File: config.mk
export PLATFORM = sky130hd
export DESIGN_NAME = ppm_ram
export DESIGN_NICKNAME = d
export VERILOG_FILES = /design/src/hw/rtl/ppm_ram.sv
export SDC_FILE = /design/constraint.sdc
export NUM_CORES = 1
export LEC_CHECK = 0
export BUFFER_PORTS_ARGS = -buffer_cell sky130_fd_sc_hd__buf_2
export CAP_MARGIN = 10
export CORE_MARGIN = 8
export CORE_UTILIZATION = 53
export CTS_BUF_LIST = sky130_fd_sc_hd__clkbuf_16
export DETAILED_ROUTE_END_ITERATION = 10
export PLACE_DENSITY_LB_ADDON = 0.25
export SYNTH_ARGS = -nofsm -noshare
export SYNTH_HDL_FRONTEND = slang
export SYNTH_SLANG_ARGS = --single-unit
File: constraint.sdc
create_clock -name clock -period 2.65 [get_ports clock]
set_input_delay 0.53 -clock clock [delete_from_list [all_inputs] [get_ports clock]]
set_output_delay 0.53 -clock clock [all_outputs]
set_load 0.005 [all_outputs]
File: src/hw/rtl/ppm_ram.sv
`timescale 1ns / 1ps
// ----------------------------------------------------------------------------
// ppm_ram
// Generic simple dual-port RAM, one write port, one registered read port.
// ----------------------------------------------------------------------------
module ppm_ram #(
   parameter int WIDTH = 8,
   parameter int DEPTH = 2,
   localparam int ADDR_W = (DEPTH > 1) ? $clog2(DEPTH) : 1
) (
   input  logic              clock,
   input  logic              wr_en,
   input  logic [ADDR_W-1:0] wr_addr,
   input  logic [WIDTH-1:0]  wr_data,
   input  logic              rd_en,
   input  logic [ADDR_W-1:0] rd_addr,
   output logic [WIDTH-1:0]  rd_data
);

   logic [WIDTH-1:0] mem_ff [DEPTH];
   logic [WIDTH-1:0] rd_data_ff;

   always_ff @(posedge clock) begin
      if (wr_en) begin
         mem_ff[wr_addr] <= wr_data;
      end
      if (rd_en) begin
         rd_data_ff <= mem_ff[rd_addr];
      end
   end

   assign rd_data = rd_data_ff;

endmodule

; Yosys cells after proc, flatten, opt, wreduce, memory -nomap -nowiden
; Memories as Yosys holds them, arrays and structs flattened. A register that Yosys moved wholly into a read port is not among the register bits.
; Index checks and enable logic that the tools add are counted.
[classes]
n_mux = 2
[ops]
columns = op, count
row1 = $mux 1, 2
[totals]
mem_count = 1
elab_cells = 3
output_inout_bits = 8
in_bits = 13
regBits = 0
mem_bits_rw = 16
[memory_table]
columns = memory, words, width, rd, rd_ports_with_merged_regs, wr, line
row1 = mem_ff, 2, 8, 1, 1, 1, 20  ; logic [WIDTH-1:0] mem_ff [DEPTH];

; Longest topological paths before layout
[logic_depth]
word_depth = 2
ltp_mapped = 2
mapped_depth_nobuf = 1

; Least setup slack after synthesis
; Ideal clock, no wire load.
[synth_path]
kind = input to register
start = input port wr_en
end = memory mem_ff[0][0] (enable)
n_path_buf = 0
stages = 1
arrival_time_ns = 0.950
required_time_ns = 2.277
setup_time_ns = 0.373
setup_slack_ns = 1.327
path_cell_list = nor2b_1
[synth_via]
elab_chain_len = 2
[synth_rtl]
columns = item, line
row1 = from (decl), 12  ; input logic wr_en,
row2 = $mux 1, 24  ; if (wr_en) begin
row3 = $mux 1 (implied by the code), 25  ; mem_ff[wr_addr] <= wr_data;
row4 = to (decl), 20
; Every way passes these cells.

; Worst setup path after layout
[layout_path]
start = register rd_data_ff[3] (netlist: rd_data[3]) (read register of mem_ff)
end = output port rd_data[3]
[layout_lines]
columns = item, line
row1 = from (decl), 21  ; logic [WIDTH-1:0] rd_data_ff;
row2 = to (decl), 17  ; output logic [WIDTH-1:0] rd_data
; No word-level cell between the ends.

==> metrics.md <==
| Metric | Value |
|---|---|
| Via count | `359` |
| Worst path bufs/invs | `1` |
| Syn_nets | `48` |
| Cts bufs inserted | `3` |
| Max Clock Freq | `788.1 MHz` |
| Design area | `1052 um^2` |
| Dpl cells | `70` |
| Critical path peak fanout | `1` |
| Hold path start | `wr_data[2]` |
| Min-delay worst type | `in -> reg` |
| Share of cells above drive strength 1 | `53.45%` |
| Global-route wire length before repair | `1545 um` |
| Placer congestion estimate | `0.6700` |
| Fill count | `106` |
| Remaining antenna violation count | `0` |
| Delay of the slowest critical-path stage | `0.36 ns` |
| # DRC | `0` |
| Mapped Area | `864.6 um^2` |
| Sequential share of the synthesized area | `83.36%` |
| WP data arrival | `0.74 ns` |
| Buffers on Ports | `20` |
| Worst-Margin Slew | `0.6472 ns` |
| Number of sinks on the clock net | `24` |
| Tcrit/Tclk final | `47.88%` |
| Crit. path cell count | `1` |
| Setup TNS | `0 ns` |
| Max Slew Vio Count | `0` |
| Worst skew pair latency | `0.25 ns` |
| Final Hold Vio Count | `0` |
| Fin nets | `72` |
| Iter 0 DRT Violations | `0` |
| Critical path destination | `rd_data[3]` |
| CTS HTree Levels | `1` |
| Die area | `3180 um^2` |
| Outcome | `finished, final reports clean` |
| Critical path's slowest cell | `edfxtp_1` |
| Starting Density | `56.73%` |
| Die H | `56.39 um` |
| CORE AREA | `1524 um^2` |
| Root Driver | `clkbuf_16` |
| Unrepaired setup endpoints after global routing | `no` |
| Pin count of the biggest net entering global routing | `14` |
| # IOs | `21` |
| Crit path from | `rd_data[3]` |
| Most frequent cells in the layout | `edfxtp_1 (24), buf_2 (20), mux2_4 (8)` |
| GRT Overall Usage | `6.270%` |
| Crit path capture type | `output pin` |
| Die X | `56.39 um` |
| CP Class | `reg -> out` |
| Yosys reg bits | `24` |
| Shortest period the worst path allows | `1.269 ns` |
| CP delay by family, top | `flip-flops` |
| Rel. slew slack | `56.76%` |
| Commonest non-fill, non-tap cell in the layout | `edfxtp_1` |
| Area after DPL | `973.4 um^2` |
| Wire per inst | `14.00 um` |
| Critical Path Start Type | `flop` |
| Hold_buf cts | `0` |
| Leakage | `0.4162 nW` |
| Reg-to-reg slack, setup | `1.76 ns` |
| Deepest clock path buffer count | `2` |
| Cell Count, Final, Fillers Out | `74` |
| Synthesized instance count | `35` |
| Reg2Reg Depth | `1` |
| Synth Warn # | `0` |
| Vias in the first global route | `386` |
| Setup bufs post-CTS | `0` |
| Initial antenna violation count | `0` |
| Synth cell types | `5` |
| Rows | `14` |
| Total gr overflow | `0` |
| Setup violators final | `0` |
| Cell Pwr Density | `776.3 nW/um^2` |
| Syn-to-layout area delta | `21.71%` |
| RR Startpoint | `mem_ff[0][0]` |
| Critical R2R Capture | `rd_data[0]` |
| CP Cell Sequence | `buf_2` |
| Avg Synthesized Cell Area | `24.70 um^2` |
| Via density | `4.851` |
| Clock slew at reported path FFs | `0.06 ns` |
| Antenna Cells | `0` |
| Final Total Pwr | `0.0008169 W` |
| TritonCTS clock tree | `built` |
| Peak supply drop | `0.4805 mV` |
| Resized cells post-CTS | `0` |
| DR pass1 iterations | `1` |
| Critical Path RT | `2.12 ns` |
| Max_cap viols | `0` |
| Clk_skew | `0.001842 ns` |
| Detailed Route WL | `1036 um` |
[power breakdown]
part | leakage (nW) | internal [W] | switching, W
Clock | 0.0385 | 0.000201 | 0.000113
Combinational | 0.149 | 0.0000287 | 0.0000198
Sequential | 0.228 | 0.000449 | 0.00000596
Total | 0.416 | 0.000679 | 0.000138
[logic make-up (layout without fill, tap and decap cells)]
family,count (synthesis),after routing,synth area share [%]
buffers and inverters,1,24,1.302
DFF,24,24,83.36
muxes,8,8,13.89
and+or+nand+nor,2,2,1.448
[metrics by stage]
step | hold slack [ns] | utilization, % | worst slack (ns)
6_report | 0.4647 | 69.05 | 1.381
5_1_grt | 0.4629 | 69.05 | 1.294
2_1_floorplan | 0.5268 | - | 1.327
4_1_cts | 0.4619 | 69.05 | 1.370
3_3_place_gp | 0.5304 | 63.88 | 1.184
3_5_place_dp | 0.5346 | 63.88 | 1.120
[Yosys cell counts (all sizes together)]
cell type	number	area share, %
nor2b	1	0.72
mux2	8	14
and2	1	0.72
buf	1	1.3
edfxtp	24	83
[routing by layer]
| layer | wire [um] | vias to the layer above | global-route usage (%) | part of all wire, % |
|---|---|---|---|---|
| li1 | - | 183 | - | - |
| met1 | 478 | 157 | 6.301 | 46 |
| met2 | 433 | 19 | 8.875 | 42 |
| met3 | 124 | 0 | 4.719 | 12 |
| met4 | 0 | 0 | 4.124 | 0 |
| met5 | 0 | - | 0 | 0 |
[registers in the layout, summed over array words and instances, names as in the netlist]
name / flops
rd_data: 8
mem_ff: 16
[worst min path at each step]
stage	to	slack (ns)	cells past startpoint
after CTS	mem_ff[0][1]	0.46	1
after floorplan	rd_data[0]	0.53	1
after global routing	mem_ff[1][3]	0.46	1
final	mem_ff[0][2]	0.46	1
after detailed placement	rd_data[4]	0.53	1
after global placement	rd_data[3]	0.53	1
[final cells by class]
| type | instances | area [um^2] | area share, % |
|---|---|---|---|
| flip-flops and latches | 24 | 720.7 | 68.49 |
| multi-input cells | 10 | 132.6 | 12.60 |
| repair buffers | 20 | 100.1 | 9.512 |
| clock buffers | 3 | 75.07 | 7.134 |
| well taps | 16 | 20.02 | 1.902 |
| clock inverters | 1 | 3.754 | 0.3567 |
Power figures use the tool's default switching activity.
