## src/hw/rtl/ppm_pkg.sv

```systemverilog
`timescale 1ns / 1ps
// ----------------------------------------------------------------------------
// ppm_pkg
// Shared widths, limits, register indexes and types of the periodic pattern
// phase finder.
// ----------------------------------------------------------------------------
package ppm_pkg;

   localparam int BASE_W       = 8;
   localparam int QUAL_W       = 8;
   localparam int CHAR_W       = 8;
   localparam int NUM_CHARS    = 8;
   localparam int LEN_CFG_W    = 4;
   localparam int CHARS_W      = NUM_CHARS * CHAR_W;
   localparam int COUNT_W      = 9;
   localparam int QSUM_W       = 16;
   localparam int WORD_W       = 64;
   localparam int WORD_BITS_W  = 6;
   localparam int OFFSET_OUT_W = 3;
   localparam int WIDX_W       = 2;
   localparam int CSR_IDX_W    = 4;
   localparam int CSR_DATA_W   = 64;

   localparam logic [COUNT_W-1:0]   COUNT_MAX     = '1;
   localparam logic [QSUM_W-1:0]    QSUM_MAX      = '1;
   localparam logic [LEN_CFG_W-1:0] PAT_LEN_RESET = 4'd6;

   localparam logic [CSR_IDX_W-1:0] CSR_PATTERN_LENGTH = 4'd0;
   localparam logic [CSR_IDX_W-1:0] CSR_PATTERN_CHARS  = 4'd1;

   // end-of-read handoff from the accumulator to the emitter
   typedef struct packed {
      logic valid;
      logic bank;
      logic overflow;
   } ppm_done_type;

   typedef struct packed {
      logic [OFFSET_OUT_W-1:0] best_offset;
      logic [COUNT_W-1:0]      mismatch_count;
      logic [WORD_W-1:0]       bitmap_word;
      logic [WIDX_W-1:0]       word_index;
      logic                    overflow;
      logic                    last_word;
   } ppm_rsp_type;

endpackage

```

## src/hw/rtl/ppm_accum.sv

```systemverilog
`timescale 1ns / 1ps
// ----------------------------------------------------------------------------
// ppm_accum
// Per-base compare at every phase offset, mismatch count and quality sum
// accumulation, and assembly of mismatch bitmap rows written to the RAM.
// ----------------------------------------------------------------------------
module ppm_accum #(
   parameter int MAX_READ_LEN    = 256,
   parameter int MAX_PATTERN_LEN = 8,
   localparam int LEN_W  = $clog2(MAX_PATTERN_LEN + 1),
   localparam int ROWS   = (MAX_READ_LEN + ppm_pkg::WORD_W - 1) / ppm_pkg::WORD_W,
   localparam int ROW_W  = (ROWS > 1) ? $clog2(ROWS) : 1,
   localparam int ADDR_W = ROW_W + 1,
   localparam int DATA_W = MAX_PATTERN_LEN * ppm_pkg::WORD_W
) (
   input  logic                                                 clock,
   input  logic                                                 reset,
   input  logic                                                 req_valid,
   output logic                                                 req_ready,
   input  logic [ppm_pkg::BASE_W-1:0]                           req_base,
   input  logic [ppm_pkg::QUAL_W-1:0]                           req_quality,
   input  logic                                                 req_last,
   input  logic [ppm_pkg::LEN_CFG_W-1:0]                        pattern_length,
   input  logic [ppm_pkg::CHARS_W-1:0]                          pattern_chars,
   input  logic                                                 emit_busy,
   output logic                                                 wr_en,
   output logic [ADDR_W-1:0]                                    wr_addr,
   output logic [DATA_W-1:0]                                    wr_data,
   output ppm_pkg::ppm_done_type                                done,
   output logic [LEN_W-1:0]                                     done_len,
   output logic [MAX_PATTERN_LEN-1:0][ppm_pkg::COUNT_W-1:0]     done_counts,
   output logic [MAX_PATTERN_LEN-1:0][ppm_pkg::QSUM_W-1:0]      done_qsums,
   output logic [ROW_W-1:0]                                     done_last_row
);
   import ppm_pkg::*;

   localparam int MPL   = MAX_PATTERN_LEN;
   localparam int OFS_W = (MPL > 1) ? $clog2(MPL) : 1;
   localparam int SUM_W = OFS_W + 1;
   localparam int POS_W = $clog2(MAX_READ_LEN + 1);

   logic                              accept;
   logic                              rec;
   logic                              rec_acc;
   logic [LEN_W-1:0]                  len;
   logic [OFS_W-1:0]                  phase0;
   logic [MPL-1:0]                    mm;
   logic [MPL-1:0][OFS_W-1:0]         rem_ff, rem_in;
   logic [MPL-1:0][COUNT_W-1:0]       cnt_ff, cnt_in;
   logic [MPL-1:0][QSUM_W-1:0]        qs_ff, qs_in;
   logic [POS_W-1:0]                  pos_ff, pos_in;
   logic                              ovf_ff;
   logic                              bank_ff;
   logic [DATA_W-1:0]                 row_ff, row_in;

   assign req_ready = !(emit_busy && req_last);
   assign accept    = req_valid && req_ready;
   assign rec       = pos_ff < POS_W'(MAX_READ_LEN);
   assign rec_acc   = accept && rec;

   always_comb begin
      if (pattern_length == '0) begin
         len = LEN_W'(1);
      end else if ({1'b0, pattern_length} > (LEN_CFG_W + 1)'(MPL)) begin
         len = LEN_W'(MPL);
      end else begin
         len = LEN_W'(pattern_length);
      end
   end

   assign phase0 = rem_ff[OFS_W'(len - LEN_W'(1))];

   // pattern character index at offset o is (o + phase0) mod len
   always_comb begin
      logic [SUM_W-1:0]  sum;
      logic [SUM_W-1:0]  k;
      logic [CHAR_W-1:0] chr;
      for (int o = 0; o < MPL; o++) begin
         sum = SUM_W'(o) + SUM_W'(phase0);
         k   = (sum >= SUM_W'(len)) ? sum - SUM_W'(len) : sum;
         chr = '0;
         for (int c = 0; c < NUM_CHARS; c++) begin
            if (c < (1 << SUM_W) && k == SUM_W'(c)) begin
               chr = pattern_chars[c*CHAR_W +: CHAR_W];
            end
         end
         mm[o] = (LEN_W'(o) < len) && (req_base != chr);
      end
   end

   always_comb begin
      logic [QSUM_W:0] qsum;
      for (int o = 0; o < MPL; o++) begin
         cnt_in[o] = cnt_ff[o];
         qs_in[o]  = qs_ff[o];
         qsum      = {1'b0, qs_ff[o]} + (QSUM_W + 1)'(req_quality);
         if (rec_acc && mm[o]) begin
            if (cnt_ff[o] != COUNT_MAX) begin
               cnt_in[o] = cnt_ff[o] + COUNT_W'(1);
            end
            qs_in[o] = qsum[QSUM_W] ? QSUM_MAX : qsum[QSUM_W-1:0];
         end
      end
   end

   always_comb begin
      for (int j = 0; j < MPL; j++) begin
         if (!rec) begin
            rem_in[j] = rem_ff[j];
         end else if (rem_ff[j] == OFS_W'(j)) begin
            rem_in[j] = '0;
         end else begin
            rem_in[j] = rem_ff[j] + OFS_W'(1);
         end
      end
   end

   assign pos_in = rec ? pos_ff + POS_W'(1) : pos_ff;

   always_comb begin
      row_in = (pos_ff[WORD_BITS_W-1:0] == '0) ? '0 : row_ff;
      for (int o = 0; o < MPL; o++) begin
         row_in[o*WORD_W + int'(pos_ff[WORD_BITS_W-1:0])] = mm[o];
      end
   end

   always_ff @(posedge clock) begin
      if (reset) begin
         pos_ff  <= '0;
         ovf_ff  <= 1'b0;
         bank_ff <= 1'b0;
         cnt_ff  <= '0;
         qs_ff   <= '0;
         rem_ff  <= '0;
      end else if (accept) begin
         if (req_last) begin
            pos_ff  <= '0;
            ovf_ff  <= 1'b0;
            bank_ff <= !bank_ff;
            cnt_ff  <= '0;
            qs_ff   <= '0;
            rem_ff  <= '0;
         end else begin
            pos_ff <= pos_in;
            ovf_ff <= ovf_ff || !rec;
            cnt_ff <= cnt_in;
            qs_ff  <= qs_in;
            rem_ff <= rem_in;
         end
      end
   end

   always_ff @(posedge clock) begin
      if (rec_acc) begin
         row_ff <= row_in;
      end
   end

   assign wr_en   = rec_acc;
   assign wr_addr = {bank_ff, ROW_W'(pos_ff >> WORD_BITS_W)};
   assign wr_data = row_in;

   assign done.valid    = accept && req_last;
   assign done.bank     = bank_ff;
   assign done.overflow = ovf_ff || !rec;
   assign done_len      = len;
   assign done_counts   = cnt_in;
   assign done_qsums    = qs_in;
   assign done_last_row = (pos_in == '0) ? '0
                          : ROW_W'((pos_in - POS_W'(1)) >> WORD_BITS_W);

endmodule

```

## config.mk

```make
export PLATFORM = sky130hd
export DESIGN_NAME = ppm_accum
export DESIGN_NICKNAME = d
export VERILOG_FILES = /design/src/hw/rtl/ppm_pkg.sv /design/src/hw/rtl/ppm_accum.sv
export SDC_FILE = /design/constraint.sdc
export NUM_CORES = 2
export LEC_CHECK = 0
export BUFFER_PORTS_ARGS = -buffer_cell sky130_fd_sc_hd__buf_2
export CAP_MARGIN = 10
export CORE_AREA = 2 2 315 317
export CTS_CLUSTER_DIAMETER = 150
export DETAILED_ROUTE_END_ITERATION = 8
export DIE_AREA = 0 0 317 319
export PLACE_DENSITY_LB_ADDON = 0.1
export SLEW_MARGIN = 40
export SYNTH_ARGS = -nofsm -noshare
export SYNTH_HDL_FRONTEND = slang
export SYNTH_SLANG_ARGS = --single-unit
```

## constraint.sdc

```tcl
create_clock -name clock -period 20.4 [get_ports clock]
set_input_delay 2.04 -clock clock [delete_from_list [all_inputs] [get_ports clock]]
set_output_delay 2.04 -clock clock [all_outputs]
set_load 0.05 [all_outputs]
```

After elaboration in Yosys (flattened, before gate mapping) --
Index checks and enable logic that the tools add are counted.
Word-level totals: flip-flop bits (word level) 747, input port bits 89, logic and storage cells 394
Operators by class: add/subtract/negate cells 49, order comparisons 35, equality and inequality tests 79, multiplexer cells 156, reductions and logical operators 47
Operators with widths (number):
- 512-bit bitwise mux | 8
- 512-bit 2-to-1 mux | 1
- 8-bit 2-to-1 mux | 64
- 16-bit 2-to-1 mux | 16
- 9-bit 2-to-1 mux | 18
- 16-bit by 8-bit adder with 17-bit output | 8
- 4-bit by 3-bit equality test with 1-bit output, second input constant | 32
- 128-bit 2-to-1 mux | 1
- 9-bit by 1-bit adder with 9-bit output, second input constant | 9
- 72-bit 2-to-1 mux | 1
- 9-bit != test, second input constant | 8
- 4-bit by 2-bit equality test with 1-bit output, second input constant | 16
- 8-bit != test | 8
- 1-bit demux with 9-bit select | 7
- 3-bit 2-to-1 mux | 17
- 9-bit by 6-bit adder with 10-bit output, first input constant | 4
- 10-bit by 1-bit greater-or-equal comparator with 1-bit output, second input constant | 4
- 10-bit less-than comparator, second input constant | 4
- 4-bit 2-to-1 mux | 10
- 4-bit logical NOT | 9
- 4-bit by 1-bit equality test with 1-bit output, second input constant | 8
- 4-bit greater-or-equal comparator | 7
- 1-bit logical AND | 28
- 4-bit subtractor | 7
- other kinds (37) | 71

Logic depth before layout (Yosys ltp) --
depth after elaboration 27, gate-level depth with buffers 36

Worst setup path before layout --
Ideal clock, no wire load.
kind in2out, start input port req_last, end output port done_qsums[126] (netlist bit), arrival time 19.807 ns, data required time 18.360 ns, setup slack -1.447 ns, stages 9, cell sequence nand2_1 and2_1 clkbuf_1 nand2_1 inv_1 clkbuf_1 clkbuf_1 nand4_1 mux2_2
RTL lines:
- start, declared | RTL line ppm_accum.sv:22 | input logic req_last,
- end, declared | RTL line ppm_accum.sv:32 | output logic [MAX_PATTERN_LEN-1:0][ppm_pkg::QSUM_W-1:0] done_qsums,

==> flow_summary.ini <==
[outcome]
status = finished clean

[critical_path]
cp_top_family = simple AND/OR/NAND/NOR gates
endpoint = done_counts[16]
critPathLaunchType = input pin
reg2reg_slack_ps = 11180
crit_start = pattern_length[3]
worstSetupEndpointType = output port
r2r-start = rem_ff[6]$_SDFFE_PP0P_
timing.critical_path.buf_inv = 9
cp_max_fo = 32
worst-r2r-cell-count = 26
slowest_stage = ha_1
max_stage_delay_ps = 830
worstPathArrival_ps = 12640
cp.required_ps = 18360
r2r-end = cnt_ff[15]$_SDFFE_PP0P_
timing.setup.critical_path_class = input pin to output port
cp_num_cells = 32

[route]
drtAntennaViolNets = 0
vias_per_cell = 6.695
wl_per_cell_um = 30.91
num_vias = 46880
drtIter0Drc = 6367
drcViolationCount = 0
dr.pass1.iters = 9
drt_wl_total_um = 216500

[floorplan]
dieWidth_um = 317
coreArea_um2 = 97700
rows = 115
fp.dieH_um = 319
die_area_um2 = 101100
pin_count = 815
start_util = 0.4680

[hold_path]
hold_class = flop to flop

[clock_tree]
cts_sinks = 747
post_cts_buffers = 0
cts.clk_slew.worst_paths_ps = 60
cts-resized-gates = 0
cts-root-buf = clkbuf_16
cts_hold_buf = 0
cts_tree = yes
cts_inserted_buffers = 86
insertion_delay_ps = 680
htree_levels = 3
cts_buffer_depth = 3

[pwr]
max-vdd-ir-drop_mv = 0.07691
p_switching_w = 0.001946
seq_power_share = 0.345
power_density_nw_per_um2 = 92.82
clock_power_share = 0.307
p_int_w = 0.003039
p_sw_frac = 0.3903
p_leak_nw = 22.42
comb_power_share = 0.348

[final_layout]
fin_nets = 5858
drive_gt1_frac = 0.2054
syn2layout_area_growth_pct = 17.44

[synthesis]
yosys.area.top_type = edfxtp_1
netlist_area_um2 = 45730
ys_seq_area_frac = 0.4391
synth-async-reset-ratio = 0
synth_area_per_cell_um2 = 9.154
synth_top_cells_by_area = edfxtp_1 34%, dfxtp_1 10%, a22o_1 6.6%
syn_inst = 4995
syn-num-nets = 5207
synth_edf_count = 512
synth.top_cell.area_share = 0.3362
ys_ff_latch = 747
synthFlopType = edfxtp_1
ys_warn_count = 0
synth_cell_types = 108

[sta]
finClkSkew_ps = 24.95
fmax_mhz = 68.11
slew_headroom = 0.3498
rsz0062_at_grt = no
finalCritPeriodShare = 0.7197
worstMarginPinSlew_ps = 967.9
finalHoldViolations = 0
fin_ws_ps = 5718
period_minus_slack_ps = 14680
tns_ps = 0
report.final.setup_viol = 0
timing.final.max_slew_violations = 0

[global_route]
grt_usage = 0.4080
antenna_found_initial = 6
grt_pass1_vias = 42110
grt_max_degree = 146
globalRouteOverflowTotal = 0
grt_pass1_wl_um = 304100

[place]
place_congestion = 0.9769
io_buffer_count = 814
dpl.hpwl_um = 154400
dpl_worst_slack_ps = 5690

[flow_run]
maxCapViolCount = 0
## layout make-up
cell class / instances / area (um2)
clock inverters: 39 / 314.1
inverters: 130 / 495.5
well taps: 1287 / 1610
repair buffers: 890 / 4752
fillers: 8912 / 44000
multi-input cells: 3791 / 24050
diodes: 4 / 10.01
clock buffers: 114 / 2392
flip-flops and latches: 747 / 20080
## routing by layer
layer  vias to the layer above  wire (um)  global-route usage
li1                      20290          -                   -
met5                         -         13                   0
met1                     22610      81850              0.5240
met2                      3205      91910              0.6045
met4                         2      17420              0.2615
met3                       776      25270              0.1098
## cells by family after synthesis
| group | count (synthesis) | synth area share |
|---|---|---|
| DFF | 747 | 0.4391 |
| AOI/OAI and AO/OA | 1757 | 0.2630 |
| muxes | 110 | 0.02838 |
| adders and majority gates | 123 | 0.03563 |
| and+or+nand+nor | 1676 | 0.1692 |
| buffers and inverters | 457 | 0.04063 |
| xor gates and xnor gates | 125 | 0.02411 |
## per-stage QoR
step | util | total power (W) | cells | hold WS [ps] | instance area, um2
6_report | 0.5496 | 0.004984 | 7002 | 474.9 | 53700
5_1_grt | 0.5495 | 0.005130 | 6998 | 492.9 | 53690
4_1_cts | 0.5491 | 0.004935 | 6997 | 475.3 | 53640
3_5_place_dp | 0.5214 | 0.003421 | 6844 | 461.7 | 50940
3_3_place_gp | 0.5196 | 0.003424 | 6838 | 443.9 | 50760
2_1_floorplan | - | 0.002933 | 4995 | 429.3 | 45730
## placed cells by master (no fill, tap or decap), types with 74 or more instances in the layout
cell | Yosys | layout
buf_2 | 58 | 816
nand2_1 | 612 | 610
edfxtp_1 | 512 | 512
o21ai_0 | 494 | 493
nor2_1 | 448 | 432
a22o_1 | 344 | 344
a21oi_1 | 266 | 265
dfxtp_1 | 235 | 235
inv_1 | 125 | 123
nor3_1 | 124 | 115
nand3_1 | 112 | 111
ha_1 | 111 | 110
xnor2_1 | 89 | 89
clkbuf_16 | 0 | 89
a31oi_1 | 88 | 86
and3_1 | 74 | 74
## synthesized netlist by cell type, drive strengths merged, types with 19 or more instances
cell type,instances
nand2,615
nor4,26
o31ai,45
buf,119
nor2b,34
nor3,124
o21bai,21
and2,43
a221oi,19
a21oi,266
clkbuf,208
a31oi,89
xor2,35
or2,22
o221ai,22
a22oi,24
nand2b,32
nor2,453
and3,75
or3,36
o211a,23
xnor2,90
o211ai,40
edfxtp,512
mux2,27
inv,127
o21a,42
nand3,113
o21ai,507
a211oi,23
nand4,51
a21o,48
dfxtp,235
a32oi,22
o22ai,37
ha,111
a22o,344
mux2i,70
## sequential cells by signal, indices dropped and copies added (netlist names)
signal / count
bank_ff: 1
cnt_ff: 72
ovf_ff: 1
pos_ff: 9
qs_ff: 128
rem_ff: 24
row_ff: 512
## worst reg2reg max path, cell delays in order, from the launching register on
cell       delay [ps]
dfxtp_1           370
nor2b_1           180
a32oi_1           310
nand3b_1          590
nand3_1           820
inv_1             450
ha_1              370
nor3_1            470
or2_2             220
inv_1              40
ha_1              340
and3b_1           200
or3_1             340
a22oi_1           220
buf_4             230
and3_1            230
or2_2             360
a2111oi_0         150
o32ai_1           450
mux2i_1           250
a2bb2oi_1         150
a41oi_4           730
buf_4             360
and2_1            630
nand2_1           170
or3_1             380
a21oi_1           140
## power by group through the flow
stage / combinational [W] / clock (W) / sequential [W]
after floorplan: 0.00117 / 0 / 0.00176
after global placement: 0.00167 / 0 / 0.00175
after detailed placement: 0.00167 / 0 / 0.00175
after CTS: 0.00168 / 0.00154 / 0.00172
after global routing: 0.00180 / 0.00160 / 0.00173
final: 0.00173 / 0.00153 / 0.00172
## how the worst min path moves through the flow
stage	startpoint	to	slack, ps	cells after the start
2_1_floorplan	ovf_ff$_SDFFE_PP0P_	ovf_ff$_SDFFE_PP0P_	430	2
3_3_place_gp	ovf_ff$_SDFFE_PP0P_	ovf_ff$_SDFFE_PP0P_	440	2
3_5_place_dp	ovf_ff$_SDFFE_PP0P_	ovf_ff$_SDFFE_PP0P_	460	2
4_1_cts	qs_ff[85]$_SDFFE_PP0P_	qs_ff[85]$_SDFFE_PP0P_	480	2
5_1_grt	qs_ff[85]$_SDFFE_PP0P_	qs_ff[85]$_SDFFE_PP0P_	490	2
6_report	ovf_ff$_SDFFE_PP0P_	ovf_ff$_SDFFE_PP0P_	470	2
Note: power is estimated with default switching activity, not from simulation.
